File: config.mk
export PLATFORM = sky130hd
export DESIGN_NAME = sine_table_tone_generator
export DESIGN_NICKNAME = d
export VERILOG_FILES = /design/src/design/stg_pkg.sv /design/src/design/sine_table_tone_generator.sv /design/src/design/stg_ctrl.sv /design/src/design/stg_datapath.sv
export SDC_FILE = /design/constraint.sdc
export NUM_CORES = 1
export LEC_CHECK = 0
export BUFFER_PORTS_ARGS = -buffer_cell sky130_fd_sc_hd__buf_2
export CAP_MARGIN = 20
export CORE_MARGIN = 5
export CORE_UTILIZATION = 65
export DETAILED_ROUTE_END_ITERATION = 6
export MAX_ROUTING_LAYER = met4
export PLACE_DENSITY_LB_ADDON = 0.08
export SLEW_MARGIN = 20
export SYNTH_ARGS = -nofsm -noshare
export SYNTH_HDL_FRONTEND = slang
export SYNTH_HIERARCHICAL = 1
export SYNTH_SLANG_ARGS = --single-unit
File: constraint.sdc
create_clock -name clk -period 8.37 [get_ports clk]
set_clock_uncertainty 0.15 [all_clocks]
set_input_delay 0.837 -clock clk [delete_from_list [all_inputs] [get_ports clk]]
set_output_delay 0.837 -clock clk [all_outputs]
set_load 0.05 [all_outputs]
File: src/design/stg_pkg.sv
// Shared types, constants and the sine table for the tone generator.
`timescale 1ns / 1ps
`default_nettype none

package stg_pkg;

	localparam int TABLE_SIZE = 64;
	localparam int PRESCALE   = 64;
	localparam int CLOCK_HZ   = 16000000;

	// floor(floor(a/b)/c) == floor(a/(b*c)), so the period divider only sees this
	localparam int CDIV      = CLOCK_HZ / (TABLE_SIZE * PRESCALE);
	localparam int CDIV_W    = $clog2(CDIV + 1);
	localparam int DIV_W     = (CDIV_W > 19) ? CDIV_W : 19;
	localparam int DIV_STEPS = 9;

	localparam logic [8:0] COUNT_MAX = 9'd511;
	localparam logic [9:0] MIDPOINT  = 10'd512;
	localparam logic [9:0] FULL_MAX  = 10'd1023;

	// x/100 for x < 2^16 as (x*RECIP) >> RECIP_SH
	localparam int RECIP_SH = 23;
	localparam logic [16:0] RECIP = 17'((2 ** RECIP_SH + 99) / 100);

	localparam logic [9:0] FREQ_RESET = 10'd440;
	localparam logic [6:0] AMPL_RESET = 7'd20;

	localparam logic [0:0] REG_TONE_FREQ = 1'b0;
	localparam logic [0:0] REG_AMPLITUDE = 1'b1;

	localparam logic [9:0] WAVE_ROM [64] = '{
		10'd512, 10'd562, 10'd612, 10'd660, 10'd707, 10'd752, 10'd794, 10'd833,
		10'd868, 10'd900, 10'd927, 10'd950, 10'd968, 10'd982, 10'd991, 10'd995,
		10'd995, 10'd991, 10'd982, 10'd968, 10'd950, 10'd927, 10'd900, 10'd868,
		10'd833, 10'd794, 10'd752, 10'd707, 10'd660, 10'd612, 10'd562, 10'd512,
		10'd461, 10'd411, 10'd363, 10'd316, 10'd271, 10'd229, 10'd190, 10'd155,
		10'd123, 10'd95,  10'd72,  10'd53,  10'd39,  10'd30,  10'd25,  10'd24,
		10'd28,  10'd37,  10'd50,  10'd68,  10'd90,  10'd116, 10'd146, 10'd180,
		10'd218, 10'd259, 10'd303, 10'd350, 10'd399, 10'd449, 10'd500, 10'd551
	};

	typedef enum logic [2:0] {
		ST_IDLE,
		ST_DIV,
		ST_DECIDE,
		ST_MUL1,
		ST_MUL2,
		ST_FIN
	} stg_state_t;

	typedef struct packed {
		logic div_load;
		logic div_step;
		logic decide;
		logic mul1;
		logic mul2;
		logic out_load;
	} stg_cmd_t;

	typedef struct packed {
		logic div_last;
		logic emit;
		logic out_free;
	} stg_stat_t;

endpackage

`default_nettype wire

File: src/design/sine_table_tone_generator.sv
// Sine table tone generator: top level joining controller and datapath.
// Input stream: one transfer per prescaled timer tick; s_tdata[0] is the tick flag.
// A zero tick is taken and changes nothing.
// Output stream: one transfer each time the tick counter reaches the tone period;
// m_tdata carries the scaled 10-bit sample and the 6-bit table index it came from.
// Period = CLOCK_HZ / (freq * TABLE_SIZE * PRESCALE), capped at 511 ticks; one
// sample goes out every period + 1 ticks.
// Config port: cfg_we with cfg_index 0 writes the tone frequency, 1 the amplitude
// in percent; write only while the block is idle.
// After a nonzero tick is taken, s_tready stays low through the 9-step period
// divider and the tick decision; a tick that yields a sample adds the two scaling
// multiply steps and the output load, which waits for a free output register.
// The sample is presented on m_tvalid once the output load has registered it.
// The output register decouples the sides: the next tick is taken while a sample
// waits; if the receiver still stalls when the following sample is ready, the
// block holds and keeps s_tready low until m_tready frees the register.
// Reset clears the tick counter, table index and output valid, and loads the
// registers with 440 Hz and 20 percent.
`timescale 1ns / 1ps
`default_nettype none

module sine_table_tone_generator
	import stg_pkg::*;
(
	input  wire logic        clk,
	input  wire logic        arst_n,
	input  wire logic        s_tvalid,
	output logic             s_tready,
	input  wire logic [7:0]  s_tdata,   // [0] tick, [7:1] zero
	output logic             m_tvalid,
	input  wire logic        m_tready,
	output logic [15:0]      m_tdata,   // [9:0] dac_sample, [15:10] table_index
	input  wire logic        cfg_we,
	input  wire logic [0:0]  cfg_index,
	input  wire logic [9:0]  cfg_data
);

	stg_cmd_t  cmd;
	stg_stat_t stat;

	stg_ctrl u_ctrl (
		.clk      (clk),
		.arst_n   (arst_n),
		.s_tvalid (s_tvalid),
		.tick     (s_tdata[0]),
		.s_tready (s_tready),
		.stat     (stat),
		.cmd      (cmd)
	);

	stg_datapath u_dp (
		.clk       (clk),
		.arst_n    (arst_n),
		.cfg_we    (cfg_we),
		.cfg_index (cfg_index),
		.cfg_data  (cfg_data),
		.cmd       (cmd),
		.stat      (stat),
		.m_tready  (m_tready),
		.m_tvalid  (m_tvalid),
		.m_tdata   (m_tdata)
	);

	a_no_overwrite: assert property (@(posedge clk) disable iff (!arst_n)
		cmd.out_load |-> (!m_tvalid || m_tready))
		else $error("sample loaded over a pending output");

	a_load_shows: assert property (@(posedge clk) disable iff (!arst_n)
		cmd.out_load |=> m_tvalid)
		else $error("loaded sample not presented");

	a_one_cmd: assert property (@(posedge clk) disable iff (!arst_n)
		$onehot0({cmd.div_load, cmd.div_step, cmd.decide, cmd.mul1, cmd.mul2, cmd.out_load}))
		else $error("more than one datapath command at once");

	a_busy_no_take: assert property (@(posedge clk) disable iff (!arst_n)
		(cmd.div_step || cmd.mul1 || cmd.mul2) |-> !s_tready)
		else $error("input taken while an item is in progress");

endmodule

`default_nettype wire

File: src/design/stg_ctrl.sv
// Controller state machine: sequences the divider, tick decision, scaling steps and output load.
`timescale 1ns / 1ps
`default_nettype none

module stg_ctrl
	import stg_pkg::*;
(
	input  wire logic      clk,
	input  wire logic      arst_n,
	input  wire logic      s_tvalid,
	input  wire logic      tick,
	output logic           s_tready,
	input  wire stg_stat_t stat,
	output stg_cmd_t       cmd
);

	stg_state_t state_q;
	stg_state_t state_d;

	always_ff @(posedge clk or negedge arst_n) begin
		if (!arst_n) begin
			state_q <= ST_IDLE;
		end else begin
			state_q <= state_d;
		end
	end

	always_comb begin
		state_d  = state_q;
		cmd      = '0;
		s_tready = 1'b0;
		unique case (state_q)
			ST_IDLE: begin
				s_tready = 1'b1;
				// a zero tick is taken and dropped
				if (s_tvalid && tick) begin
					cmd.div_load = 1'b1;
					state_d      = ST_DIV;
				end
			end
			ST_DIV: begin
				cmd.div_step = 1'b1;
				if (stat.div_last) begin
					state_d = ST_DECIDE;
				end
			end
			ST_DECIDE: begin
				cmd.decide = 1'b1;
				state_d    = stat.emit ? ST_MUL1 : ST_IDLE;
			end
			ST_MUL1: begin
				cmd.mul1 = 1'b1;
				state_d  = ST_MUL2;
			end
			ST_MUL2: begin
				cmd.mul2 = 1'b1;
				state_d  = ST_FIN;
			end
			ST_FIN: begin
				// hold until the output register is free
				if (stat.out_free) begin
					cmd.out_load = 1'b1;
					state_d      = ST_IDLE;
				end
			end
			default: begin
				state_d = ST_IDLE;
			end
		endcase
	end

endmodule

`default_nettype wire

File: src/design/stg_datapath.sv
// Datapath: config registers, period divider, tick counter, sample scaling, output register.
`timescale 1ns / 1ps
`default_nettype none

module stg_datapath
	import stg_pkg::*;
(
	input  wire logic        clk,
	input  wire logic        arst_n,
	input  wire logic        cfg_we,
	input  wire logic [0:0]  cfg_index,
	input  wire logic [9:0]  cfg_data,
	input  wire stg_cmd_t    cmd,
	output stg_stat_t        stat,
	input  wire logic        m_tready,
	output logic             m_tvalid,
	output logic [15:0]      m_tdata
);

	logic [9:0]       freq_q;
	logic [6:0]       pct_q;
	logic [8:0]       tick_q;
	logic [5:0]       phase_q;
	logic [5:0]       idx_q;
	logic [DIV_W-1:0] rem_q;
	logic [DIV_W-1:0] dvs_q;
	logic [8:0]       quo_q;
	logic             sat_q;
	logic [3:0]       step_q;
	logic             neg_q;
	logic [15:0]      prod_q;
	logic [9:0]       quot_q;
	logic [9:0]       sample_q;
	logic [5:0]       out_idx_q;
	logic             out_valid_q;

	logic             rem_ge;
	logic [8:0]       period;
	logic [5:0]       phase_next;
	logic signed [10:0] centered;
	logic [9:0]       mag;
	logic [32:0]      wide;
	logic [10:0]      up_sum;
	logic [9:0]       sample_d;

	always_ff @(posedge clk or negedge arst_n) begin
		if (!arst_n) begin
			freq_q <= FREQ_RESET;
			pct_q  <= AMPL_RESET;
		end else if (cfg_we) begin
			unique case (cfg_index)
				REG_TONE_FREQ: freq_q <= cfg_data;
				REG_AMPLITUDE: pct_q  <= cfg_data[6:0];
			endcase
		end
	end

	// restoring divider: CDIV / freq, one quotient bit per step
	assign rem_ge = (rem_q >= dvs_q);

	always_ff @(posedge clk) begin
		if (cmd.div_load) begin
			rem_q  <= DIV_W'(CDIV);
			dvs_q  <= DIV_W'({freq_q, 8'b0});
			sat_q  <= (DIV_W'({freq_q, 9'b0}) <= DIV_W'(CDIV));
			quo_q  <= '0;
			step_q <= 4'(DIV_STEPS - 1);
		end else if (cmd.div_step) begin
			if (rem_ge) begin
				rem_q <= rem_q - dvs_q;
			end
			quo_q  <= {quo_q[7:0], rem_ge};
			dvs_q  <= dvs_q >> 1;
			step_q <= step_q - 4'd1;
		end
	end

	assign stat.div_last = (step_q == 4'd0);

	// quotient of 512 or more, or a zero frequency, saturates
	assign period     = sat_q ? COUNT_MAX : quo_q;
	assign stat.emit  = (tick_q >= period);
	assign phase_next = phase_q + 6'd1;

	always_ff @(posedge clk or negedge arst_n) begin
		if (!arst_n) begin
			tick_q  <= '0;
			phase_q <= '0;
		end else if (cmd.decide) begin
			if (stat.emit) begin
				tick_q  <= '0;
				phase_q <= phase_next;
			end else begin
				tick_q <= tick_q + 9'd1;
			end
		end
	end

	always_ff @(posedge clk) begin
		if (cmd.decide) begin
			idx_q <= phase_q;
		end
	end

	// scale about the midpoint on the magnitude, sign reapplied at the end
	assign centered = $signed({1'b0, WAVE_ROM[idx_q]}) - $signed({1'b0, MIDPOINT});
	assign mag      = centered[10] ? 10'(-centered) : 10'(centered);
	assign wide     = 33'(prod_q) * 33'(RECIP);

	always_ff @(posedge clk) begin
		if (cmd.mul1) begin
			neg_q  <= centered[10];
			prod_q <= 16'(mag) * 16'(pct_q);
		end
		if (cmd.mul2) begin
			quot_q <= 10'(wide >> RECIP_SH);
		end
	end

	assign up_sum = {1'b0, MIDPOINT} + {1'b0, quot_q};

	always_comb begin
		if (neg_q) begin
			sample_d = (quot_q > MIDPOINT) ? 10'd0 : MIDPOINT - quot_q;
		end else begin
			sample_d = up_sum[10] ? FULL_MAX : up_sum[9:0];
		end
	end

	always_ff @(posedge clk or negedge arst_n) begin
		if (!arst_n) begin
			out_valid_q <= 1'b0;
		end else if (cmd.out_load) begin
			out_valid_q <= 1'b1;
		end else if (m_tready) begin
			out_valid_q <= 1'b0;
		end
	end

	always_ff @(posedge clk) begin
		if (cmd.out_load) begin
			sample_q  <= sample_d;
			out_idx_q <= idx_q;
		end
	end

	assign stat.out_free = !out_valid_q || m_tready;
	assign m_tvalid      = out_valid_q;
	assign m_tdata       = {out_idx_q, sample_q};

endmodule

`default_nettype wire
==> results of run 1 <==
synthesized netlist by cell type, drive strengths merged (28+ instances only):
| cell | n |
|---|---|
| inv | 223 |
| fa | 136 |
| a21oi | 51 |
| and2 | 55 |
| ha | 206 |
| clkbuf | 28 |
| dfxtp | 40 |
| edfxtp | 60 |
| xnor2 | 34 |
| nand2 | 77 |
| dfrtp | 29 |
| o21ai | 42 |
| nor2 | 82 |
per-layer routing:
layer / GRT usage [%] / up-vias
met2: 39.9 / 197
met4: 5.51 / 0
met1: 31.5 / 5032
met5: - / -
li1: - / 4927
met3: 3.08 / 29
worst max-delay path: cells and delay by family, from the launching register on:
kind,cells,cell delay (ns)
xor gates and xnor gates,2,0.57
and+or+nand+nor,4,0.98
adders and majority gates,7,3.01
AOI/OAI and AO/OA,5,0.93
buffers and inverters,4,0.37
muxes,1,0.61
DFF,1,0.61
state kept, by name, indices dropped and copies added (netlist names), 4 cells and up:
register,cells
u_dp/quot_q,10
u_dp/idx_q,6
u_dp/quo_q,9
u_dp/tick_q,9
u_dp/sample_q,10
u_dp/phase_q,6
u_dp/rem_q,19
u_dp/pct_q,7
u_dp/out_idx_q,6
u_dp/step_q,4
u_dp/freq_q,10
u_dp/prod_q,16
u_dp/dvs_q,18
logic make-up after synthesis:
| group | share of synthesized area, % |
|---|---|
| mux | 5.30 |
| flops | 24.3 |
| xor+xnor | 3.44 |
| compound gates | 9.99 |
| fa+ha+maj | 36.7 |
| buf+inv | 7.34 |
| simple gates | 12.9 |
worst max path at each step:
stage,from,endpoint
finish,u_dp/idx_q[1],u_dp/prod_q[15]
global route,u_dp/idx_q[1],u_dp/prod_q[15]
CTS,u_dp/idx_q[1],u_dp/prod_q[15]
detailed placement,u_dp/idx_q[1],u_dp/prod_q[15]
global placement,u_dp/idx_q[1],u_dp/prod_q[15]
floorplan,u_dp/idx_q[1],u_dp/prod_q[15]
layout make-up:
cell class	instances	share of cell area (%)
clock inverters	8	0.390
flip-flops and latches	136	22.8
inverters	223	5.44
well taps	280	2.28
multi-input cells	1036	64.2
clock buffers	24	3.37
repair buffers	41	1.47
through the flow:
step / hold WS [ns] / cells / worst slack (ns) / util (%)
floorplan: 0.274 / 1443 / 1.79 / -
global placement: 0.301 / 1715 / 1.03 / 67.6
detailed placement: 0.313 / 1715 / 0.929 / 67.6
CTS: 0.321 / 1747 / 0.908 / 70.2
global route: 0.347 / 1748 / 0.328 / 70.3
finish: 0.328 / 1748 / 0.863 / 70.3
==> flow_metrics.tcl, run 1 <==
set metrics [dict create \
    cts_setup_buffers 0 \
    core_area_mm2 0.0219 \
    wl_met3_um 981 \
    synth_ff_type "edfxtp_1" \
    status "completed" \
    wl_met2_um 14100 \
    fillers 1625 \
    ctsLongestPathBuffers 2 \
    path_cells "inv_1 > ha_1 > or3b_1 > nand3_1 > o21ai_1 > mux4_2 > inv_1 > ha_1 > a21oi_1 > xnor2_1 > and2_1 > fa_1 > fa_1 > fa_1 > inv_1 > fa_1 > inv_1 > ha_1 > and3_1 > a211oi_1 > a21oi_1 > a31oi_1 > xor2_1" \
    hold_start "u_dp/rem_q[7]" \
    path_class "reg -> reg" \
    finalSetupTns_ns 0 \
    dr.first_iter.drc_count 583 \
    avgRoutedWirePerCell_um 16.2 \
    cts_resized 0 \
    tightestPinTransition_ns 1.06 \
    min_path_cells 2 \
    yosysWarnings 6 \
    r2r_cells 23 \
    grt_pass1_vias 10400 \
    syn_area_per_cell_um2 10.0 \
    fmax_mhz 133 \
    ys_seq_area_share_pct 24.3 \
    maxSlewViolCount 0 \
    drc 0 \
    cts_sinks 136 \
    rows 54 \
    min_to "u_dp/rem_q[7]" \
    place_congestion 0.931 \
    hold_buffers 0 \
    gr-total-overflow 0 \
    initial_utilization_pct 66.0 \
    clk_pin_slew_ns 0.06 \
    synth_edf_count 60 \
    ant_nets 0 \
    numPortBuffers 34 \
    wirelength_um 28300 \
    worstPathRequired_ns 8.38 \
    r2r-end "u_dp/prod_q[15]" \
    fin_crit_sh_pct 89.7 \
    syn_nets 1809 \
    layout.cells.most_common_list "inv_1, ha_1, fa_1, nor2_1, nand2_1" \
    fin_area_mm2 0.0154 \
    die_y_um 159 \
    insertion_delay_ns 0.43 \
    chipWidth_um 159 \
    syn_inst 1443 \
    wl_met1_um 12900 \
    start_kind "flop" \
    h-tree-depth 4 \
    cp_slowest_cell "edfxtp_1" \
    areaGrowthSynthToFinish_pct 6.49 \
    max_stage_delay_ns 0.61 \
    synth_top_area_share_pct 18.8 \
    top_layer "met4" \
    async_reset_ff_share_pct 26.5 \
    netlist_area_mm2 0.0145 \
    cts_tree "built" \
    hold_violations 0 \
    synth-seq-cells 136 \
    max_cap_viol_count 0 \
    cts-buffers-inserted 17 \
    worstPathArrival_ns 7.52 \
    finalCriticalPeriod_ns 7.51 \
    io_pins 42 \
    cts_root_buf "clkbuf_16" \
    final_common_cell "inv_1" \
    n_antenna_cell 0 \
    drive_gt1_share_pct 9.40 \
    rsz0062_at_grt "false" \
    num-nets-final 1821 \
    regArea_mm2 0.00351 \
    crit_path_max_fanout 15 \
    die-area_mm2 0.0253 \
    via_per_inst 5.83 \
    drtPass1Iterations 5 \
    place_hpwl_um 22300 \
    antenna_found_initial 0 \
    regToRegSetupSlack_ns 0.86 \
    grt_pass1_wl_um 49400 \
    yosysTopAreaCell "fa_1" \
    grt_max_degree 58 \
    placed_area_mm2 0.0148 \
    worst_setup_path_end_kind "flop" \
    netlist_top_cells_area "fa_1, ha_1, edfxtp_1" \
    relSlewSlack_pct 28.6 \
    final-setup-viol-count 0 \
    num_vias 10200 \
    r2r_start "u_dp/idx_q[1]" \
    synth_cell_types 80 \
    holdCritPathClass "reg -> reg" \
    multi_input_area_mm2 0.00988 \
    grt.total_usage_pct 23.9 \
]
Power of run 1 is not shown: default switching activity piles up to over one toggle a cycle in this logic, so the estimate is an artifact.
==> run 2: changes to the inputs <==
--- a/config.mk
+++ b/config.mk
@@ -15,5 +15,4 @@
 export SLEW_MARGIN = 20
 export SYNTH_ARGS = -nofsm -noshare
 export SYNTH_HDL_FRONTEND = slang
-export SYNTH_HIERARCHICAL = 1
 export SYNTH_SLANG_ARGS = --single-unit
==> flow_metrics.tcl, run 2 <==
set metrics [dict create \
    status "completed" \
    yosysWarnings 0 \
    netlist_area_mm2 0.0142 \
    multi_input_area_mm2 0.00975 \
    rows 54 \
    ctsLongestPathBuffers 2 \
    syn_area_per_cell_um2 9.75 \
    fmax_mhz 129 \
    antenna_found_initial 0 \
    cpMostUsedCell "inv_1" \
    start_kind "flop" \
    gr-total-overflow 0 \
    grt_max_degree 37 \
    worstPathArrival_ns 7.82 \
    dr.first_iter.drc_count 556 \
    relSlewSlack_pct 32.5 \
    maxSlewViolCount 0 \
    regArea_mm2 0.00351 \
    place_congestion 0.913 \
    max_stage_delay_ns 0.53 \
    avgRoutedWirePerCell_um 16.0 \
    clk_pin_slew_ns 0.08 \
    cp_slowest_cell "fa_1" \
    worst_setup_path_end_kind "flop" \
    core_area_mm2 0.0217 \
    insertion_delay_ns 0.44 \
    fillers 1667 \
    drtPass1Iterations 6 \
    crit_path_max_fanout 8 \
    largest_registers "u_dp.rem_q x19, u_dp.dvs_q x18, u_dp.prod_q x16" \
    h-tree-depth 4 \
    synth_top_family_by_area "adder cells" \
    synthXorXnorAreaFrac_pct 3.25 \
    rsz0062_at_grt "false" \
    synth_common_cells "inv_1, ha_1, fa_1" \
    async_reset_ff_share_pct 26.5 \
    cts_root_buf "clkbuf_16" \
    synthAdderAreaFrac_pct 37.2 \
    synth_ff_type "edfxtp_1" \
    cts_sinks 136 \
    yosysTopAreaCell "fa_1" \
    final-setup-viol-count 0 \
    netlist_top_cells_area "fa_1, ha_1, edfxtp_1" \
    regMostFlops "u_dp.rem_q" \
    yosys.area_share.simple_pct 13.2 \
    placed_area_mm2 0.0147 \
    finalSetupTns_ns 0 \
    place_hpwl_um 22500 \
    worstPathRequired_ns 8.41 \
    die_y_um 158 \
    largest_register_ffs 19 \
    ys_seq_area_share_pct 24.7 \
    die-area_mm2 0.0250 \
    fin_area_mm2 0.0153 \
    numPortBuffers 34 \
    num_vias 10200 \
    drive_gt1_share_pct 8.50 \
    max_cap_viol_count 0 \
    yosysMostFrequentCell "inv_1" \
    min_path_cells 2 \
    syn_inst 1460 \
    areaGrowthSynthToFinish_pct 7.50 \
    ant_nets 0 \
    fin_crit_sh_pct 93.0 \
    hold_violations 0 \
    cts-buffers-inserted 17 \
    tightestPinTransition_ns 1.01 \
    grt_pass1_wl_um 49100 \
    chipWidth_um 158 \
    grt.total_usage_pct 25.0 \
    num-nets-final 1847 \
    synth_cell_types 70 \
    synth_compound_area_share_pct 11.2 \
    io_pins 42 \
    layout.cells.most_common_list "inv_1, ha_1, fa_1, nand2_1, a21oi_1" \
    final_common_cell "inv_1" \
    synth-seq-cells 136 \
    finalCriticalPeriod_ns 7.78 \
    wirelength_um 28400 \
    r2r_cells 28 \
    n_antenna_cell 0 \
    initial_utilization_pct 65.6 \
    synth_mux_area_share_pct 3.42 \
    grt_pass1_vias 10400 \
    via_per_inst 5.74 \
    synth_top_area_share_pct 19.1 \
    cts_tree "built" \
    path_class "reg -> reg" \
    drc 0 \
    synth_edf_count 60 \
    syn_nets 1826 \
    cts_setup_buffers 0 \
    holdCritPathClass "reg -> reg" \
]
## run 2: changes by cell type in the layout (fill, tap and decap cells not counted), moves of 8 or more
cell,change
nor3_1,-8
o21ai_0,+9
a21oi_1,+43
nand4_1,-10
nand3_1,+17
xor2_1,-8
nor2_1,-8
a31oi_1,-9
nand2_1,+38
o31ai_1,-16
mux2i_1,-11
## run 2: logic make-up (layout without fill, tap and decap cells)
logic type | after synthesis | count (layout)
AOI/OAI and AO/OA | 253 | 253
muxes | 40 | 40
buffers and inverters | 260 | 294
adders and majority gates | 342 | 342
and+or+nand+nor | 377 | 377
xor gates and xnor gates | 52 | 52
DFF | 136 | 136
## run 2: timing repair
| action | in CTS | in global routing |
|---|---|---|
| endpoints found under the setup margin | 0 | 1 |
| hold buffers | 0 | 0 |
| gates resized for setup | 0 | 1 |
## run 2: final cells by class
type                    count  share of cell area, %
repair buffers             46                   1.70
clock buffers              17                   2.78
inverters                 216                   5.30
well taps                 280                   2.29
multi-input cells        1064                   63.7
flip-flops and latches    136                   23.0
clock inverters            15                   1.27
## run 2: path summary, 6_finish.rpt
| kind | startpoint | end | slack [ns] |
|---|---|---|---|
| worst max-delay path | u_dp.idx_q[0] | u_dp.prod_q[15] | 0.59 |
| worst min-delay path | u_dp.rem_q[18] | u_dp.rem_q[18] | 0.31 |
| worst max register to register | u_dp.idx_q[0] | u_dp.prod_q[15] | 0.59 |
| worst min register to register | u_dp.rem_q[18] | u_dp.rem_q[18] | 0.31 |
| max in group asynchronous | arst_n | u_dp.pct_q[6] | 7.22 |
| min in group asynchronous | arst_n | u_dp.freq_q[9] | 0.34 |
## run 2: routing by layer
metal	vias to the layer above	part of all wire, %	GRT usage (%)
li1	4979	-	-
met1	4923	45	32.8
met2	234	49	41.0
met3	49	4.1	3.75
met4	0	2.1	7.15
met5	-	0	-
## run 2: worst max-delay path, delay by kind of cell, from the launching register on
| kind | cells | cell delay, ns |
|---|---|---|
| AOI/OAI and AO/OA | 6 | 1.48 |
| xor gates and xnor gates | 2 | 0.33 |
| adders and majority gates | 7 | 2.99 |
| buffers and inverters | 5 | 0.47 |
| DFF | 1 | 0.39 |
| muxes | 1 | 0.47 |
| and+or+nand+nor | 7 | 1.25 |
## run 2: metrics by stage
step	std cells	hold slack, ns	worst slack [ns]	util [%]
floorplan	1460	0.287	1.17	-
global placement	1742	0.295	0.696	67.6
detailed placement	1742	0.309	0.527	67.6
CTS	1774	0.320	0.418	70.5
global route	1774	0.333	0.0945	70.5
finish	1774	0.314	0.588	70.5
Power of run 2 is left out for the same reason.
